**src/weighted_digraph_edge_store_core_assert.svh**
```systemverilog
// ----------------------------------------------------------------------------
// weighted_digraph_edge_store_core_assert.svh
// assertion macros shared by the edge store rtl
// ----------------------------------------------------------------------------
`ifndef WEIGHTED_DIGRAPH_EDGE_STORE_CORE_ASSERT_SVH
`define WEIGHTED_DIGRAPH_EDGE_STORE_CORE_ASSERT_SVH

// same-cycle implication
`define WDES_ASSERT_SAME(name, clk, rst, ante, cons, msg) \
   name: assert property (@(posedge clk) disable iff (rst) (ante) |-> (cons)) \
      else $error(msg);

// next-cycle implication, the consequent may carry a further delay
`define WDES_ASSERT_NEXT(name, clk, rst, ante, cons, msg) \
   name: assert property (@(posedge clk) disable iff (rst) (ante) |=> cons) \
      else $error(msg);

`endif

```
**src/wdes_pkg.sv**
```systemverilog
// ----------------------------------------------------------------------------
// wdes_pkg
// types, codes and defaults of the weighted digraph edge store
// ----------------------------------------------------------------------------
`default_nettype none

package wdes_pkg;

   localparam int VERTEX_COUNT_DEF = 64;
   localparam int WEIGHT_BITS_DEF  = 32;
   localparam int ACTION_W         = 3;
   localparam int VERTEX_ID_W      = 6;
   localparam int WEIGHT_IO_W      = 32;

   typedef enum logic [ACTION_W-1:0] {
      ACT_ADD_VERTEX    = 3'd0,
      ACT_REMOVE_VERTEX = 3'd1,
      ACT_ADD_EDGE      = 3'd2,
      ACT_REMOVE_EDGE   = 3'd3,
      ACT_READ_EDGE     = 3'd4,
      ACT_TOGGLE_INVERT = 3'd5
   } action_type;

   typedef enum logic [1:0] {
      ST_CLEAR,
      ST_IDLE,
      ST_EXEC,
      ST_WALK
   } state_type;

   typedef struct packed {
      logic clear_step;
      logic accept;
      logic exec;
      logic walk_step;
   } ctrl_cmd_type;

   typedef struct packed {
      logic clear_done;
      logic walk_start;
      logic walk_done;
   } ctrl_status_type;

endpackage

`default_nettype wire

```
**src/wdes_ctrl.sv**
```systemverilog
// ----------------------------------------------------------------------------
// wdes_ctrl
// sequencer: clearing pass, request accept, execute, vertex removal walk
// ----------------------------------------------------------------------------
`default_nettype none

module wdes_ctrl (
   input  wire logic                      clock,
   input  wire logic                      reset,
   input  wire logic                      start,
   output logic                           busy,
   output wdes_pkg::ctrl_cmd_type         cmd,
   input  wire wdes_pkg::ctrl_status_type status
);

   import wdes_pkg::*;

   state_type state_ff;
   state_type state_in;

   always_ff @(posedge clock) begin
      if (reset) begin
         state_ff <= ST_CLEAR;
      end else begin
         state_ff <= state_in;
      end
   end

   always_comb begin
      state_in = state_ff;
      cmd      = '0;
      busy     = 1'b1;
      case (state_ff)
         ST_CLEAR: begin
            cmd.clear_step = 1'b1;
            if (status.clear_done) begin
               state_in = ST_IDLE;
            end
         end
         ST_IDLE: begin
            busy       = 1'b0;
            cmd.accept = start;
            if (start) begin
               state_in = ST_EXEC;
            end
         end
         ST_EXEC: begin
            cmd.exec = 1'b1;
            state_in = status.walk_start ? ST_WALK : ST_IDLE;
         end
         ST_WALK: begin
            cmd.walk_step = 1'b1;
            if (status.walk_done) begin
               state_in = ST_IDLE;
            end
         end
         default: begin
            state_in = ST_CLEAR;
         end
      endcase
   end

endmodule

`default_nettype wire

```
**config.mk**
```make
export PLATFORM = sky130hd
export DESIGN_NAME = wdes_ctrl
export DESIGN_NICKNAME = d
export VERILOG_FILES = /design/src/weighted_digraph_edge_store_core_assert.svh /design/src/wdes_pkg.sv /design/src/wdes_ctrl.sv
export SDC_FILE = /design/constraint.sdc
export NUM_CORES = 1
export LEC_CHECK = 0
export BUFFER_PORTS_ARGS = -buffer_cell sky130_fd_sc_hd__buf_4
export CAP_MARGIN = 20
export CORE_AREA = 2 2 39 41
export CTS_CLUSTER_SIZE = 28
export DETAILED_ROUTE_END_ITERATION = 16
export DIE_AREA = 0 0 41 43
export PLACE_DENSITY = 0.31
export SLEW_MARGIN = 15
export SYNTH_ARGS = -nofsm -noshare
export SYNTH_HDL_FRONTEND = slang
export SYNTH_SLANG_ARGS = --single-unit
export TNS_END_PERCENT = 100
```
**constraint.sdc**
```tcl
create_clock -name clock -period 2.1 [get_ports clock]
set_input_delay 0.525 -clock clock [delete_from_list [all_inputs] [get_ports clock]]
set_output_delay 0.525 -clock clock [all_outputs]
set_load 0.01 [all_outputs]
```
==> flow_summary.toml, run 1 <==
[run_status]
outcome = "finished clean"

[clock_network]
cts_num_sinks = 2
cts_tree = "built"
cts_resized = 0
clkLatencyLatePin_ns = 0.22
cts_root_buf = "clkbuf_4"
path_clk_slew_ns = 0.03
cts_hold_buf = 0
clk_path_buf_depth = 2
post-cts-setup-buffers = 0
cts_htree_levels = 1
numCtsBuffers = 3

[critical_path]
r2r_slack_ns = 0.50
worst-path-buf-inv = 3
crit_top_cell = "inv_1"
end_kind = "output pin"
startpoint_type = "register"
r2r_cells = 4
worst_ep_required_time_ns = 1.57
arrival_ns = 1.15
startpoint = "state_ff[1]"
cp.depth = 5
cp_top_family = "flip-flops"
path_max_fanout = 4
rr_endpoint = "state_ff[0]"
cp_slowest_cell = "dfxtp_1"
slowest_delay_ns = 0.38
cp_cell_sequence = "inv_1 > ha_1 > inv_1 > nor2_1 > buf_4"
path_class = "register to output pin"
r2r_start = "state_ff[0]"

[worst_hold_path]
min_path_type = "register to register"
hold_start = "state_ff[1]"
holdPathStages = 2
hold_end = "state_ff[1]"

[timing]
finalSetupTns_ns = 0
maxSlewHeadroom = 0.695
report.final.hold_viol_count = 0
fmax_mhz = 596
finClkSkew_ns = 0.00243
min_period_over_period = 0.799
rsz0062_at_grt = "false"
layout_min_cycle_time_ns = 1.68
setup_viol = 0
worst_slew_pin_slew_ns = 0.458
drv_slew = 0

[pwr]
seq_power_share = 0.218
p_int_mw = 0.170
power_density_mw_per_mm2 = 863
leakagePower_nw = 0.156
p_total_mw = 0.253
ir_drop_uv = 342
comb_power_share = 0.448
power_frac_clock = 0.334
sw_frac_of_total = 0.326
power_switching_mw = 0.0823

[floorplan]
die_h_um = 43
core-area_sq_mm = 0.00138
start_util = 0.127
dieArea_sq_mm = 0.00176
boundaryPins = 11
die_w_um = 41
num_rows = 14

[synthesis]
ys.warnings.count = 0
syn-num-nets = 31
synthTopCellsByArea = "ha_1, dfxtp_1, inv_1"
postSynthAreaPerCell_sq_um = 8.34
synth_top_cell_by_area = "ha_1"
ys_seq_elements = 2
seq_area_frac_synth = 0.229
syn-cell-area_sq_um = 175
synth_ff_type = "dfxtp_1"
synth_async_sr_flop_share = 0
netlist_top_cells_count = "inv_1, ha_1, nor2_1"
synth_top_cell_area_share = 0.286
synthCells = 21
yosysMostFrequentCell = "inv_1"
ys_types = 10
synth-edff-count = 0

[final_layout]
final_util = 0.212
fin_cells = 50
nets = 46
regMostFlops = "state_ff"
diodes = 0
drive_above_1_share = 0.412
largest_reg_flops = 2
top_regs = "state_ff x2"
area_growth_pct = 67.1

[flow_run]
drv_cap = 0

[route]
vias = 183
ant_nets = 0
dr_wl_met2_um = 156
firstDrtPassIters = 3
drt_iter0_drc = 3
routed_wl_um = 414
viasPerCell = 3.66
m1WireLength_um = 198
routedWlPerCell_um = 8.28
dr.max_layer_used = "met3"
drc = 0
dr_wl_met3_um = 59

[placed_design]
port_buffers = 10
dp.cells = 47
gp_congestion = 0.635

[global_routing]
grt_pass1_wl_um = 648
grt_remaining_overflow = 0
grt_max_degree = 5
first_global_vias = 176
groute.usage.overall = 0.0611
antenna_found_initial = 0
[metal layers]
metal / GRT usage / vias up
li1: - / 92
met1: 0.0639 / 78
met2: 0.0719 / 13
met3: 0.0628 / 0
met4: 0.0400 / 0
met5: 0 / -
[worst reg2reg max path, delay by kind of cell (launching register included)]
kind,cells,cell delay [ns]
DFF,1,0.35
adders and majority gates,1,0.21
buffers and inverters,1,0.09
AOI/OAI and AO/OA,1,0.48
muxes,1,0.36
[layout make-up]
class	count	area [sq um]
Clock buffer	3	22.5
Fill cell	164	1090
Inverter	6	22.5
Multi-Input combinational cell	13	113
Sequential cell	2	40.0
Tap cell	16	20.0
Timing Repair Buffer	10	75.1
[worst max path at each step]
stage / to / slack (ns)
2_1_floorplan: state_ff[0] / 0.54
4_1_cts: cmd[2] / 0.39
6_report: cmd[2] / 0.42
3_3_place_gp: state_ff[0] / 0.43
3_5_place_dp: state_ff[0] / 0.46
5_1_grt: cmd[2] / 0.31
[cells in the final DEF (no fill, tap or decap)]
master / count
a21oi_1: 1
a222oi_1: 1
buf_4: 10
clkbuf_4: 3
dfxtp_1: 2
ha_1: 4
inv_1: 6
mux2_1: 1
mux2i_1: 1
nand2b_1: 1
nor2_1: 3
or3b_2: 1
[logic make-up after synthesis]
logic type               after synthesis  share of synthesized area
buffers and inverters                  6                      0.129
AND/OR/NAND/NOR                        5                      0.150
adder cells (fa/ha/maj)                4                      0.286
AO/OA/AOI/OAI                          2                     0.0857
multiplexers                           2                      0.121
flip-flops                             2                      0.229
[power groups by stage]
stage	clock [mW]	sequential, mW	combinational [mW]
3_5_place_dp	0	0.0559	0.116
4_1_cts	0.0891	0.0556	0.116
5_1_grt	0.0958	0.0558	0.131
3_3_place_gp	0	0.0564	0.118
2_1_floorplan	0	0.0534	0.0705
6_report	0.0844	0.0550	0.113
[per-stage QoR]
stage	worst slack, ns	area [sq um]	hold WS [ns]
after detailed placement	0.463	270	0.530
after global placement	0.433	270	0.529
final	0.422	293	0.519
after global routing	0.312	293	0.590
after CTS	0.390	293	0.533
after floorplan	0.537	175	0.481
Note: power is estimated with default switching activity, not from simulation.
==> inputs of run 2 (changes only) <==
- clock period: 2.1 -> 1.7 ns (I/O delays scaled with it)
==> run 2 against run 1 <==
Against the previous run: setup slack worse by 0.31 ns; routed wire length is 10% higher; total power is 28% higher; register-to-register slack worse by 0.35 ns; critical endpoint unchanged.
==> flow_summary.toml, run 2 (same netlist as run 1, synthesis figures left out) <==
[run_status]
outcome = "finished clean"

[worst_hold_path]
min_path_type = "primary input to register"

[clock_network]
clkLatencyLatePin_ns = 0.22
numCtsBuffers = 3
cts_num_sinks = 2
cts_root_buf = "clkbuf_4"
cts_resized = 0
cts_hold_buf = 0
post-cts-setup-buffers = 0
cts_htree_levels = 1
clk_path_buf_depth = 2
cts_tree = "built"
path_clk_slew_ns = 0.03

[route]
ant_nets = 0
drt_iter0_drc = 4
drc = 0
routedWlPerCell_um = 8.96
firstDrtPassIters = 4
vias = 201
viasPerCell = 3.94
routed_wl_um = 457

[timing]
layout_min_cycle_time_ns = 1.59
drv_slew = 0
setup_viol = 0
worst_slew_pin_slew_ns = 0.390
rsz0062_at_grt = "false"
min_period_over_period = 0.934
fmax_mhz = 630
report.final.hold_viol_count = 0
setup_ws_ns = 0.112
finClkSkew_ns = 0.000807
maxSlewHeadroom = 0.740
finalSetupTns_ns = 0

[critical_path]
slowest_delay_ns = 0.38
crit_top_cell = "inv_1"
startpoint_type = "register"
path_class = "register to output pin"
cp_slowest_cell = "dfxtp_1"
path_max_fanout = 4
cp_top_family = "flip-flops"
end_kind = "output pin"
arrival_ns = 1.16
worst-path-buf-inv = 3
cp_cell_sequence = "inv_1 > ha_1 > inv_1 > nor2_1 > buf_4"
worst_ep_required_time_ns = 1.27

[floorplan]
dieArea_sq_mm = 0.00176
core-area_sq_mm = 0.00138
start_util = 0.127
die_w_um = 41
num_rows = 14
boundaryPins = 11
die_h_um = 43

[flow_run]
drv_cap = 0

[final_layout]
top_regs = "state_ff x2"
final_common_cell = "buf_4"
largest_reg_flops = 2
regMostFlops = "state_ff"
fin_cells = 51
area_growth_pct = 71.4
layout_common_cells = "buf_4, inv_1, ha_1"
fill_cells = 152
nets = 47
drive_above_1_share = 0.429
diodes = 0

[global_routing]
groute.usage.overall = 0.0691
grt_remaining_overflow = 0
first_global_vias = 169
grt_max_degree = 5
antenna_found_initial = 0
grt_pass1_wl_um = 662

[pwr]
ir_drop_uv = 375
power_density_mw_per_mm2 = 1080
leakagePower_nw = 0.161

[placed_design]
port_buffers = 10
dp_hpwl_um = 388
pre_cts_ws_ns = 0.132
dp.cells = 48
gp_congestion = 0.583
## run 2: cell count changes in the layout (fill, tap and decap cells not counted)
cell | previous run | this run
buf_4 | 10 | 11
## run 2: stage by stage
stage | hold slack, ns | power [mW] | instance area (sq um) | utilization
final | 0.493 | 0.325 | 300 | 0.217
after global placement | 0.518 | 0.226 | 278 | 0.201
after CTS | 0.491 | 0.337 | 300 | 0.217
after floorplan | 0.481 | 0.153 | 175 | -
after global routing | 0.504 | 0.365 | 300 | 0.217
after detailed placement | 0.526 | 0.225 | 278 | 0.201
## run 2: layer usage
metal  vias to the layer above  part of all wire  routed length (um)  global-route usage
li1                         95                 -                   -                   -
met1                        87              0.37                 168              0.0543
met2                        19              0.44                 199              0.0781
met3                         0              0.20                  90              0.0942
met4                         0                 0                   0              0.0600
met5                         -                 0                   0                   0
## run 2: report_power, final
| group | internal [mW] | switching [mW] |
|---|---|---|
| sequential | 0.0581 | 0.00995 |
| combinational | 0.0834 | 0.0682 |
| clock | 0.0778 | 0.0272 |
| total | 0.219 | 0.105 |
## run 2: worst paths after layout
| path | startpoint | end | slack (ns) | depth (start not counted) |
|---|---|---|---|---|
| max | state_ff[1] | cmd[2] | 0.11 | 5 |
| min | reset | state_ff[1] | 0.49 | 3 |
| max reg2reg | state_ff[0] | state_ff[0] | 0.15 | 4 |
| min reg2reg | state_ff[1] | state_ff[1] | 0.52 | 2 |
## run 2: worst register-to-register path, stage by stage, from the launching register on
cell and delay (ns):
dfxtp_1 0.35, inv_1 0.09, ha_1 0.21, a222oi_1 0.43
mux2_1 0.35
## run 2: area by class of cell
type	instances	area, sq um	share of cell area
multi-input cells	13	113	0.375
repair buffers	11	82.6	0.275
flip-flops and latches	2	40.0	0.133
clock buffers	3	22.5	0.0750
inverters	6	22.5	0.0750
well taps	16	20.0	0.0667
==> inputs of run 3 (changes only) <==
- PLACE_DENSITY: 0.31 -> not set
- PLACE_DENSITY_LB_ADDON: not set -> 0.25
==> run 3 against run 2 <==
Against the previous run: sequential cell count stayed put; fmax is 1.7% higher; cell count increased by 2.0%; global-route usage is 0.31 points lower; critical path depth is 1 lower; sequential share of layout area down 0.33 points; count of clock-buffer cells in the layout unchanged; largest cell class unchanged; non-clock buffer count rose by 1; final area increased by 2.5%.
==> flow_summary.toml, run 3 (same netlist as run 1, synthesis figures left out) <==
[run_status]
outcome = "finished clean"

[floorplan]
core-area_sq_mm = 0.00138
dieArea_sq_mm = 0.00176
die_w_um = 41
num_rows = 14
boundaryPins = 11
start_util = 0.127
die_h_um = 43

[timing]
maxSlewHeadroom = 0.743
rsz0062_at_grt = "false"
finClkSkew_ns = 0.00222
drv_slew = 0
finalSetupTns_ns = 0
layout_min_cycle_time_ns = 1.56
min_period_over_period = 0.919
setup_viol = 0
fmax_mhz = 640
worst_slew_pin_slew_ns = 0.386
report.final.hold_viol_count = 0

[global_routing]
antenna_found_initial = 0
grt_remaining_overflow = 0
groute.usage.overall = 0.0661
grt_max_degree = 5
grt_pass1_wl_um = 710
first_global_vias = 188

[worst_hold_path]
holdPathStages = 3
hold_end = "state_ff[1]"
hold_start = "reset"
min_path_type = "primary input to register"

[critical_path]
end_kind = "register"
rr_endpoint = "state_ff[0]"
cp_top_family = "compound AO/OA/AOI/OAI gates"
path_class = "register to register"
worst-path-buf-inv = 1
r2r_cells = 4
cp_slowest_cell = "a222oi_1"
path_max_fanout = 3
slowest_delay_ns = 0.42
r2r_start = "state_ff[0]"
cp_cell_sequence = "inv_1 > ha_1 > a222oi_1 > mux2_1"
r2r_slack_ns = 0.14
startpoint_type = "register"
arrival_ns = 1.66
worst_ep_required_time_ns = 1.80

[pwr]
p_total_mw = 0.327
power_density_mw_per_mm2 = 1060
leakagePower_nw = 0.167
ir_drop_uv = 250

[final_layout]
area_growth_pct = 75.7
diodes = 0
final_util = 0.222
drive_above_1_share = 0.444
nets = 48
largest_reg_flops = 2
fin_area_sq_um = 308
regMostFlops = "state_ff"
layout_common_cells = "buf_4, inv_1, ha_1"
final_common_cell = "buf_4"
fin_cells = 52
top_regs = "state_ff x2"

[clock_network]
cts_htree_levels = 1
numCtsBuffers = 3
cts_resized = 0
clk_path_buf_depth = 2
post-cts-setup-buffers = 0
clkLatencyLatePin_ns = 0.22
cts_hold_buf = 0
cts_root_buf = "clkbuf_4"
path_clk_slew_ns = 0.03
cts_num_sinks = 2
cts_tree = "built"

[placed_design]
gp_congestion = 0.677
port_buffers = 10
placed_cell_area_sq_um = 285
dp_hpwl_um = 372
dp.cells = 49

[route]
dr_wl_met3_um = 71
m1WireLength_um = 192
viasPerCell = 3.54
vias = 184
routed_wl_um = 442
ant_nets = 0
dr.max_layer_used = "met3"
dr_wl_met2_um = 178
drt_iter0_drc = 4
routedWlPerCell_um = 8.50
firstDrtPassIters = 4
drc = 0

[flow_run]
drv_cap = 0
## run 3: per-layer routing
| layer | vias up | GRT usage |
|---|---|---|
| li1 | 97 | - |
| met1 | 76 | 0.0732 |
| met2 | 11 | 0.0750 |
| met3 | 0 | 0.0366 |
| met4 | 0 | 0.0800 |
| met5 | - | 0 |
## run 3: worst max path at each step
| stage | from | to | slack, ns | cells past startpoint |
|---|---|---|---|---|
| after global routing | state_ff[0] | state_ff[0] | 0.07 | 4 |
| after detailed placement | state_ff[0] | state_ff[0] | 0.13 | 4 |
| final | state_ff[0] | state_ff[0] | 0.14 | 4 |
| after CTS | state_ff[0] | state_ff[0] | 0.11 | 4 |
| after global placement | state_ff[0] | state_ff[0] | 0.17 | 4 |
| after floorplan | state_ff[0] | state_ff[0] | 0.14 | 4 |
## run 3: stage by stage
| stage | hold slack [ns] | setup slack, ns |
|---|---|---|
| 2_1_floorplan | 0.481 | 0.137 |
| 3_3_place_gp | 0.617 | 0.166 |
| 3_5_place_dp | 0.611 | 0.126 |
| 4_1_cts | 0.499 | 0.114 |
| 5_1_grt | 0.528 | 0.0660 |
| 6_report | 0.502 | 0.138 |
## run 3: report_power, final
group	total (mW)	switching (mW)	internal, mW
Combinational	0.158	0.0710	0.0866
Sequential	0.0668	0.00867	0.0581
Clock	0.103	0.0253	0.0777
Total	0.327	0.105	0.222
## run 3: cell type report
type / instances / area (sq um)
repair buffers: 12 / 90.1
well taps: 16 / 20.0
multi-input cells: 13 / 113
fillers: 156 / 1080
flip-flops and latches: 2 / 40.0
clock buffers: 3 / 22.5
inverters: 6 / 22.5
## run 3: worst register-to-register path, delay by kind of cell, from the launching register on
family	cells	cell delay (ns)
fa+ha+maj	1	0.21
compound gates	1	0.42
buf+inv	1	0.09
mux	1	0.36
flops	1	0.36
